==> config.mk <==
export PLATFORM = sky130hd
export DESIGN_NAME = pwm_period_duty_register_calc
export DESIGN_NICKNAME = d
export VERILOG_FILES = /design/src/rtl/core/pwmcalc_pkg.sv /design/src/rtl/core/pwmcalc_ctrl.sv /design/src/rtl/core/pwmcalc_dp.sv /design/src/rtl/core/pwm_period_duty_register_calc.sv
export VERILOG_INCLUDE_DIRS = /design/src /design/src/rtl/core
export SDC_FILE = /design/constraint.sdc
export NUM_CORES = 2
export LEC_CHECK = 0
export BUFFER_PORTS_ARGS = -buffer_cell sky130_fd_sc_hd__clkbuf_2
export CORE_MARGIN = 2
export CORE_UTILIZATION = 50
export CTS_CLUSTER_SIZE = 10
export DETAILED_ROUTE_END_ITERATION = 16
export HOLD_SLACK_MARGIN = 0.08
export PLACE_DENSITY = 0.78
export SYNTH_ARGS = -nofsm -noshare
export SYNTH_HDL_FRONTEND = slang
export SYNTH_SLANG_ARGS = --single-unit
export TNS_END_PERCENT = 20
==> constraint.sdc <==
create_clock -name clk -period 10.9 [get_ports clk]
set_input_delay 1.09 -clock clk [delete_from_list [all_inputs] [get_ports clk]]
set_output_delay 1.09 -clock clk [all_outputs]
set_load 0.01 [all_outputs]
==> src/rtl/core/pwm_period_duty_register_calc_defines.svh <==
// Assertion helpers for the PWM compare calculator.
// Both expect clk and rst_n in the scope where they are used.
`ifndef PWM_PERIOD_DUTY_REGISTER_CALC_DEFINES_SVH
`define PWM_PERIOD_DUTY_REGISTER_CALC_DEFINES_SVH

`ifndef SYNTHESIS

`define PWMCALC_ASSERT_NOW(lbl, ante, cons) \
  lbl: assert property (@(posedge clk) disable iff (!rst_n) (ante) |-> (cons)) \
    else $error("pwmcalc check failed");

`define PWMCALC_ASSERT_NEXT(lbl, ante, cons) \
  lbl: assert property (@(posedge clk) disable iff (!rst_n) (ante) |=> (cons)) \
    else $error("pwmcalc check failed");

`else

`define PWMCALC_ASSERT_NOW(lbl, ante, cons)

`define PWMCALC_ASSERT_NEXT(lbl, ante, cons)

`endif

`endif

==> src/rtl/core/pwmcalc_pkg.sv <==
package pwmcalc_pkg;

  localparam int QUOT_W = 32;
  localparam int CNT_W  = $clog2(QUOT_W);

  typedef enum logic [1:0] {
    CFG_SRC_CLOCK = 2'd0,
    CFG_PRESCALE  = 2'd1,
    CFG_ALIGN     = 2'd2,
    CFG_CHAN_B    = 2'd3
  } cfg_idx_t;

  typedef enum logic [1:0] {
    ALIGN_SCENTER = 2'd0,
    ALIGN_CENTER  = 2'd1,
    ALIGN_SEDGE   = 2'd2,
    ALIGN_EDGE    = 2'd3
  } align_t;

  localparam logic [31:0] SRC_CLOCK_RST = 32'd150000000;

  typedef struct packed {
    logic [31:0] freq_hz;
    logic [15:0] duty_a;
    logic [15:0] duty_b;
  } pwmcalc_in_t;

  typedef struct packed {
    logic        status;
    logic [15:0] start_count;
    logic [15:0] mid_count;
    logic [15:0] end_count;
    logic [15:0] a_on_count;
    logic [15:0] a_off_count;
    logic [15:0] b_on_count;
    logic [15:0] b_off_count;
  } pwmcalc_out_t;

  typedef struct packed {
    logic load;
    logic div_step;
    logic mul_a;
    logic mul_b;
    logic update;
  } pwmcalc_cmd_t;

  typedef enum logic [2:0] {
    ST_IDLE,
    ST_DIV,
    ST_MULA,
    ST_MULB,
    ST_UPD,
    ST_DONE
  } pwmcalc_state_t;

  typedef struct packed {
    logic [15:0] on_v;
    logic [15:0] off_v;
  } pair_t;

  // x / 65535 for x up to 65535*65535: x = q0*65535 + (q0 + lo), one correction
  function automatic logic [15:0] div_65535(logic [31:0] x);
    logic [16:0] r;
    logic [15:0] q;
    r = {1'b0, x[15:0]} + {1'b0, x[31:16]};
    q = x[31:16];
    if (r >= 17'd65535) begin
      q = q + 16'd1;
    end
    return q;
  endfunction

  function automatic pair_t calc_pair(align_t mode, logic [15:0] p, logic [15:0] h);
    pair_t       res;
    logic [15:0] half;
    logic [16:0] sum;
    half = p >> 1;
    sum  = {1'b0, p} + {1'b0, h};
    case (mode)
      ALIGN_SCENTER: begin
        res.on_v  = 16'd0 - (h >> 1);
        res.off_v = h >> 1;
      end
      ALIGN_CENTER: begin
        res.on_v  = (p - h) >> 1;
        res.off_v = sum[16:1];
      end
      ALIGN_SEDGE: begin
        res.on_v  = 16'd0 - half;
        res.off_v = (16'd0 - half) + h;
      end
      default: begin
        res.on_v  = 16'd0;
        res.off_v = h;
      end
    endcase
    return res;
  endfunction

endpackage

==> src/rtl/core/pwmcalc_ctrl.sv <==
module pwmcalc_ctrl
  import pwmcalc_pkg::*;
(
  input  logic         clk,
  input  logic         rst_n,
  input  logic         start,
  input  logic         freq_zero,
  output logic         busy,
  output logic         out_valid,
  output pwmcalc_cmd_t cmd
);

  pwmcalc_state_t   state_r, state_nxt;
  logic [CNT_W-1:0] cnt_r, cnt_nxt;
  logic             div_last;

  assign div_last = (cnt_r == CNT_W'(QUOT_W - 1));

  always_ff @(posedge clk) begin
    if (!rst_n) begin
      state_r <= ST_IDLE;
      cnt_r   <= '0;
    end else begin
      state_r <= state_nxt;
      cnt_r   <= cnt_nxt;
    end
  end

  always_comb begin
    state_nxt = state_r;
    cnt_nxt   = cnt_r;
    case (state_r)
      ST_IDLE: begin
        cnt_nxt = '0;
        if (start) begin
          state_nxt = freq_zero ? ST_DONE : ST_DIV;
        end
      end
      ST_DIV: begin
        cnt_nxt = cnt_r + CNT_W'(1);
        if (div_last) begin
          state_nxt = ST_MULA;
        end
      end
      ST_MULA: state_nxt = ST_MULB;
      ST_MULB: state_nxt = ST_UPD;
      ST_UPD:  state_nxt = ST_DONE;
      ST_DONE: state_nxt = ST_IDLE;
      default: state_nxt = ST_IDLE;
    endcase
  end

  always_comb begin
    cmd       = '0;
    busy      = 1'b1;
    out_valid = 1'b0;
    case (state_r)
      ST_IDLE: begin
        busy     = 1'b0;
        cmd.load = start;
      end
      ST_DIV:  cmd.div_step = 1'b1;
      ST_MULA: cmd.mul_a    = 1'b1;
      ST_MULB: cmd.mul_b    = 1'b1;
      ST_UPD:  cmd.update   = 1'b1;
      ST_DONE: out_valid    = 1'b1;
      default: busy         = 1'b1;
    endcase
  end

endmodule

==> src/rtl/core/pwmcalc_dp.sv <==
module pwmcalc_dp
  import pwmcalc_pkg::*;
(
  input  logic         clk,
  input  logic         rst_n,
  input  pwmcalc_cmd_t cmd,
  input  pwmcalc_in_t  in_data,
  input  logic         cfg_we,
  input  logic [1:0]   cfg_idx,
  input  logic [31:0]  cfg_wdata,
  output logic         freq_zero,
  output pwmcalc_out_t out_data
);

  logic [31:0]  src_clk_r;
  logic [2:0]   prescale_r;
  align_t       align_r;
  logic         chan_b_r;

  logic [31:0]  divisor_r;
  logic [31:0]  quo_r;
  logic [31:0]  rem_r;
  logic [15:0]  duty_a_r;
  logic [15:0]  duty_b_r;
  logic [31:0]  prod_r;
  logic [15:0]  high_a_r;
  pwmcalc_out_t out_r;

  logic [32:0]  rem_sh;
  logic [32:0]  diff;
  logic         ge;
  logic [15:0]  period;
  logic [15:0]  half;
  logic [15:0]  high_b;
  logic [15:0]  duty_sel;
  pair_t        pair_a;
  pair_t        pair_b;

  assign freq_zero = (in_data.freq_hz == 32'd0);
  assign out_data  = out_r;

  always_ff @(posedge clk) begin
    if (!rst_n) begin
      src_clk_r  <= SRC_CLOCK_RST;
      prescale_r <= 3'd0;
      align_r    <= ALIGN_SCENTER;
      chan_b_r   <= 1'b0;
    end else if (cfg_we) begin
      case (cfg_idx)
        CFG_SRC_CLOCK: src_clk_r  <= cfg_wdata;
        CFG_PRESCALE:  prescale_r <= cfg_wdata[2:0];
        CFG_ALIGN:     align_r    <= align_t'(cfg_wdata[1:0]);
        CFG_CHAN_B:    chan_b_r   <= cfg_wdata[0];
        default: ;
      endcase
    end
  end

  // restoring divider, one quotient bit per step
  assign rem_sh = {rem_r, quo_r[QUOT_W-1]};
  assign diff   = rem_sh - {1'b0, divisor_r};
  assign ge     = !diff[32];

  assign period   = quo_r[15:0];
  assign half     = period >> 1;
  assign duty_sel = cmd.mul_b ? duty_b_r : duty_a_r;
  assign high_b   = div_65535(prod_r);
  assign pair_a   = calc_pair(align_r, period, high_a_r);
  assign pair_b   = calc_pair(align_r, period, high_b);

  always_ff @(posedge clk) begin
    if (cmd.load) begin
      quo_r     <= src_clk_r >> prescale_r;
      rem_r     <= '0;
      divisor_r <= in_data.freq_hz;
      duty_a_r  <= in_data.duty_a;
      duty_b_r  <= in_data.duty_b;
    end else if (cmd.div_step) begin
      rem_r <= ge ? diff[31:0] : rem_sh[31:0];
      quo_r <= {quo_r[QUOT_W-2:0], ge};
    end
    if (cmd.mul_a || cmd.mul_b) begin
      prod_r <= 32'(period) * 32'(duty_sel);
    end
    if (cmd.mul_b) begin
      high_a_r <= div_65535(prod_r);
    end
  end

  always_ff @(posedge clk) begin
    if (!rst_n) begin
      out_r <= '0;
    end else if (cmd.load) begin
      out_r.status <= freq_zero;
    end else if (cmd.update) begin
      if (align_r inside {ALIGN_CENTER, ALIGN_EDGE}) begin
        out_r.start_count <= 16'd0;
        out_r.mid_count   <= half;
        out_r.end_count   <= period - 16'd1;
      end else begin
        out_r.start_count <= 16'd0 - half;
        out_r.mid_count   <= 16'd0;
        out_r.end_count   <= half - 16'd1;
      end
      out_r.a_on_count  <= pair_a.on_v;
      out_r.a_off_count <= pair_a.off_v;
      if (chan_b_r) begin
        out_r.b_on_count  <= pair_b.on_v;
        out_r.b_off_count <= pair_b.off_v;
      end
    end
  end

endmodule

==> src/rtl/core/pwm_period_duty_register_calc.sv <==
// PWM period and compare-value calculator.
// Input: pulse start with in_data (freq_hz, duty_a, duty_b) while busy is low;
// the transaction is taken at that edge and busy rises on the next cycle.
// Output: out_valid is high for one cycle with out_data (status plus the seven
// compare registers). The receiver cannot hold it off; out_data keeps its
// value until the next transaction updates it.
// Config: cfg_we/cfg_idx/cfg_wdata write src_clock_hz, prescale, align_mode and
// chan_b_present, one register per cycle; the user must write them only while
// busy is low; the block does not enforce it. The period comes from a 32-step
// restoring divider (one quotient bit per cycle), then one shared 16x16
// multiplier runs for A and then B, the update state writes the registers and
// out_valid follows. Busy stays high until idle, so transactions never overlap.
// A zero frequency skips the divider: out_valid with status 1 comes in the
// next cycle and the compare registers are left untouched.
// Reset (rst_n low, synchronous) clears the compare registers to zero, loads
// the configuration defaults (150 MHz, no prescale, signed center, no channel
// B) and returns the controller to idle.
module pwm_period_duty_register_calc
  import pwmcalc_pkg::*;
(
  input  logic         clk,
  input  logic         rst_n,
  input  logic         start,
  output logic         busy,
  input  pwmcalc_in_t  in_data,
  output logic         out_valid,
  output pwmcalc_out_t out_data,
  input  logic         cfg_we,
  input  logic [1:0]   cfg_idx,
  input  logic [31:0]  cfg_wdata
);

  `include "pwm_period_duty_register_calc_defines.svh"

  pwmcalc_cmd_t cmd;
  logic         freq_zero;

  pwmcalc_ctrl u_ctrl (
    .clk       (clk),
    .rst_n     (rst_n),
    .start     (start),
    .freq_zero (freq_zero),
    .busy      (busy),
    .out_valid (out_valid),
    .cmd       (cmd)
  );

  pwmcalc_dp u_dp (
    .clk       (clk),
    .rst_n     (rst_n),
    .cmd       (cmd),
    .in_data   (in_data),
    .cfg_we    (cfg_we),
    .cfg_idx   (cfg_idx),
    .cfg_wdata (cfg_wdata),
    .freq_zero (freq_zero),
    .out_data  (out_data)
  );

  `PWMCALC_ASSERT_NEXT(a_strobe_single, out_valid, !out_valid)
  `PWMCALC_ASSERT_NEXT(a_accept_busy, start && !busy, busy)
  `PWMCALC_ASSERT_NEXT(a_zero_freq_fast, start && !busy && in_data.freq_hz == 32'd0,
                       out_valid && out_data.status)
  `PWMCALC_ASSERT_NOW(a_strobe_while_busy, out_valid, busy)

endmodule
==> impl_summary.log <==
INFO  metric number_of_antenna_violations_at_the_first_check_in_global_routing = 3
INFO  metric maxSlewViolCount = 0
INFO  metric crit_path_max_incr_delay = 570 ps
INFO  metric cts_inserted_buffers = 42
INFO  metric async_reset_ff_frac = 0
INFO  metric rsz0062_at_grt = false
INFO  metric startpoint_type = flop
INFO  metric synth_top_area_cell = sky130_fd_sc_hd__edfxtp_1
INFO  metric drt_pass1_iterations = 6
INFO  metric synthAdderAreaFrac = 0.229
INFO  metric powerDensity = 290 nW/um^2
INFO  metric static-leakage-power = 0.0147 uW
INFO  metric crit_buf_inv = 7
INFO  metric synthCells = 3,515
INFO  metric ctsLongestPathBuffers = 3
INFO  metric grt_max_degree = 82
INFO  metric clockRootBuffer = sky130_fd_sc_hd__clkbuf_16
INFO  metric uppermost_metal_layer_occupied_by_signal_nets = met5
INFO  metric cts_setup_buffers = 0
INFO  metric post_synth.cell_area_avg = 8.74 sq um
INFO  metric syn-num-nets = 4,059
INFO  metric critPathMostFrequentCell = sky130_fd_sc_hd__fa_1
INFO  metric core_area = 60,600 sq um
INFO  metric cts_hold_buf = 0
INFO  metric synthXorXnorAreaFrac = 0.0521
INFO  metric post_synth_edffs = 144
INFO  metric share_of_cells_above_drive_strength_1 = 0.112
INFO  metric critPathKind = reg -> reg
INFO  metric multi_input_area = 20,500 sq um
INFO  metric cts-resized-gates = 0
INFO  metric synth_sequential_area_ratio = 0.264
INFO  metric dpl_cell_area = 32,400 sq um
INFO  metric path_max_fanout = 22
INFO  metric die_h = 252 microns
INFO  metric yosysUniqueCellTypes = 103
INFO  metric row_count = 90
INFO  metric cap_violations = 0
INFO  metric timing.critical_path.slowest_stage_cell = sky130_fd_sc_hd__dfxtp_1
INFO  metric clkSinkCount = 334
INFO  metric worstSetupStartpoint = u_ctrl.state_r[2]$_SDFFE_PN0P_
INFO  metric slew-limit-headroom = 0.181
INFO  metric placement.io_buffers = 215
INFO  metric wl_met3 = 7910 microns
INFO  metric ant_nets = 0
INFO  metric tritoncts = yes
INFO  metric global_route.usage.total = 0.267
INFO  metric routed_wl = 85,200 microns
INFO  metric post-route-drc-count = 0
INFO  metric first_global_vias = 25,200
INFO  metric dr.first_iter.drc_count = 2,364
INFO  metric worstHoldStart = u_dp.out_data[105]$_SDFFE_PN0P_
INFO  metric synth_seq_cells = 334
INFO  metric crit_path_max_delay_family = adder cells
INFO  metric detail_route.wirelength.met1 = 33,900 microns
INFO  metric grt_first_pass_wirelength = 134,000 microns
INFO  metric hold_class = reg -> reg
INFO  metric num-nets-final = 4,168
INFO  metric route.vias.total = 26,000
INFO  metric fp.dieW = 252 microns
INFO  metric yosys.area_share.simple = 0.168
INFO  metric fp.dieArea = 63,500 sq um
INFO  metric setup_total_negative_slack = 0 ps
INFO  metric layout.filler_cells = 5,390
INFO  metric post-dp-hpwl = 63,200 microns
INFO  metric report.final.hold_viol_count = 0
INFO  metric final_standard_cell_area_without_fillers = 33,700 sq um
INFO  metric worstSkewPairLatency = 580 ps
INFO  metric synth.mux.area_fraction = 0.0674
INFO  metric detailroute.wirelength.met2 = 39,500 microns
INFO  metric status = finished clean
INFO  metric synthToLayoutAreaGrowth = 9.55%
INFO  metric fmax = 121 MHz
INFO  metric cts.clk_slew.worst_paths = 50 ps
INFO  metric via_per_inst = 5.87
INFO  metric gr-total-overflow = 0
INFO  metric required = 11,220 ps
INFO  metric synth_top_area_share = 0.141
INFO  metric ctsHtreeMaxLevel = 2
INFO  metric period_minus_slack = 8230 ps
INFO  metric drt-wirelength-per-cell = 19.2 microns
INFO  metric final_min_period_over_clock_period = 0.755
INFO  metric ys.flop_type = sky130_fd_sc_hd__dfxtp_1
INFO  metric r2r-start = u_ctrl.state_r[2]$_SDFFE_PN0P_
INFO  metric boundaryPins = 217
INFO  metric yosys_warnings = 0
INFO  metric gpl.final_weighted_congestion = 0.951
INFO  metric post_synth_instance_area = 30,700 sq um
INFO  metric maximum_vdd_drop = 749 uV
INFO  metric worst-slew-pin-transition = 1220 ps
INFO  metric top_cells_by_area_synth = sky130_fd_sc_hd__edfxtp_1, sky130_fd_sc_hd__fa_1, sky130_fd_sc_hd__dfxtp_1
INFO  metric synth-compound-area-share = 0.149
INFO  metric initial_utilization = 0.507
INFO  metric finClkSkew = 31.2 ps
INFO  metric timing.critical_path.arrival = 8560 ps
INFO  metric synth_top_family_by_area = adder cells
INFO  metric final-setup-viol-count = 0
INFO  metric layout.area.seq = 8140 sq um
INFO  metric end_kind = flop
## sequential cells by signal (all words and copies together) (netlist names)
signal           cells
u_dp.out_data      112
u_dp.divisor_r      32
u_dp.prod_r         32
u_dp.quo_r          32
u_dp.rem_r          32
u_dp.src_clk_r      32
u_dp.duty_a_r       16
u_dp.duty_b_r       16
u_dp.high_a_r       16
u_ctrl.cnt_r         5
u_ctrl.state_r       3
u_dp.prescale_r      3
u_dp.align_r         2
u_dp.chan_b_r        1
## layout by cell type, fill, tap and decap left out, drive strengths merged, types with 9 or more instances in the layout
cell,count
nand2,417
inv,369
clkbuf,278
nor2,244
ha,242
a21oi,219
fa,200
o21ai,197
dfxtp,190
mux2i,144
edfxtp,144
xnor2,137
nand3,80
and2,78
nor3,66
nor2b,50
xor2,45
buf,41
a21o,40
a211oi,35
o21bai,28
nand2b,27
nor4,26
or3,24
and3,20
mux4,20
a31oi,17
o211ai,17
o21a,16
mux2,16
nand4,16
or2,16
o31ai,15
a22oi,14
o221ai,14
clkinv,12
a2111oi,9
## cell usage after synthesis (7+ instances only)
cell type                  number
sky130_fd_sc_hd__nor3_1        65
sky130_fd_sc_hd__edfxtp_1     144
sky130_fd_sc_hd__nor4_1        24
sky130_fd_sc_hd__ha_1         242
sky130_fd_sc_hd__dfxtp_1      190
sky130_fd_sc_hd__and3_1        20
sky130_fd_sc_hd__a21o_1        40
sky130_fd_sc_hd__nand3_1       80
sky130_fd_sc_hd__mux4_2        20
sky130_fd_sc_hd__nand4_1       15
sky130_fd_sc_hd__or3_1         24
sky130_fd_sc_hd__a21oi_1      217
sky130_fd_sc_hd__nor2b_1       50
sky130_fd_sc_hd__a31oi_1       17
sky130_fd_sc_hd__o21ai_0      189
sky130_fd_sc_hd__a22oi_1       14
sky130_fd_sc_hd__nor2_1       244
sky130_fd_sc_hd__inv_1        368
sky130_fd_sc_hd__fa_1         200
sky130_fd_sc_hd__nand2_1      417
sky130_fd_sc_hd__mux2_2        16
sky130_fd_sc_hd__nor3b_1        7
sky130_fd_sc_hd__nand3b_1       8
sky130_fd_sc_hd__o21bai_1      28
sky130_fd_sc_hd__clkbuf_1     165
sky130_fd_sc_hd__o31ai_1       12
sky130_fd_sc_hd__buf_2         10
sky130_fd_sc_hd__xor2_1        44
sky130_fd_sc_hd__o211ai_1      15
sky130_fd_sc_hd__a211oi_1      31
sky130_fd_sc_hd__o21ai_1        8
sky130_fd_sc_hd__o21a_1        16
sky130_fd_sc_hd__and2_1        76
sky130_fd_sc_hd__buf_1         12
sky130_fd_sc_hd__mux2i_1      144
sky130_fd_sc_hd__o221ai_1      13
sky130_fd_sc_hd__xnor2_1      137
sky130_fd_sc_hd__nand2b_1      27
sky130_fd_sc_hd__or2_2         14
## worst paths after layout
path / end / slack [ps] / depth (start not counted)
hold / removal: u_dp.out_data[105]$_SDFFE_PN0P_ / 450 / 2
setup reg to reg: u_dp.prod_r[30]$_DFFE_PP_ / 2670 / 30
hold reg to reg: u_dp.out_data[105]$_SDFFE_PN0P_ / 450 / 2
setup / recovery: u_dp.prod_r[30]$_DFFE_PP_ / 2670 / 30
## power breakdown
group | switching (uW) | internal (uW)
logic | 3910 | 2750
registers | 84.5 | 1690
clock network | 541 | 780
## layer usage
layer / track usage / vias to the layer above
met5: 0 / -
met1: 0.339 / 12400
met3: 0.0601 / 235
li1: - / 12200
met4: 0.115 / 2
met2: 0.436 / 1131
## worst reg2reg max path, delay by kind of cell, from the launching register on
family / cells / cell delay [ps]
AOI/OAI and AO/OA: 9 / 2150
and+or+nand+nor: 5 / 510
xor gates and xnor gates: 1 / 140
adders and majority gates: 7 / 3430
buffers and inverters: 7 / 910
muxes: 1 / 280
DFF: 1 / 570
## cells by family (layout without fill, tap and decap cells)
| family | Yosys count | after routing |
|---|---|---|
| AOI/OAI and AO/OA | 711 | 711 |
| xor gates and xnor gates | 182 | 182 |
| adders and majority gates | 442 | 442 |
| buffers and inverters | 564 | 701 |
| DFF | 334 | 334 |
| muxes | 180 | 180 |
| other | 1 | 2 |
| and+or+nand+nor | 1101 | 1101 |
## final cells by class
class,instances,share of cell area
clock inverter,9,0.00260
clock buffer,63,0.0357
inverter,373,0.0417
multi-input combinational,2617,0.608
timing repair buffer,256,0.0411
antenna,1,0.0000743
sequential,334,0.242
tap,782,0.0291
## stage by stage
step | power (uW) | cells | worst slack (ps) | hold WS (ps) | utilization
floorplan | 6780 | 3515 | 3120 | 434 | -
global placement | 8250 | 4362 | 3030 | 438 | 0.534
detailed placement | 8390 | 4362 | 2870 | 443 | 0.534
CTS | 9760 | 4434 | 2850 | 452 | 0.556
global route | 10800 | 4434 | 2330 | 467 | 0.556
finish | 9760 | 4435 | 2670 | 452 | 0.556
Note: power is estimated with default switching activity, not from simulation.
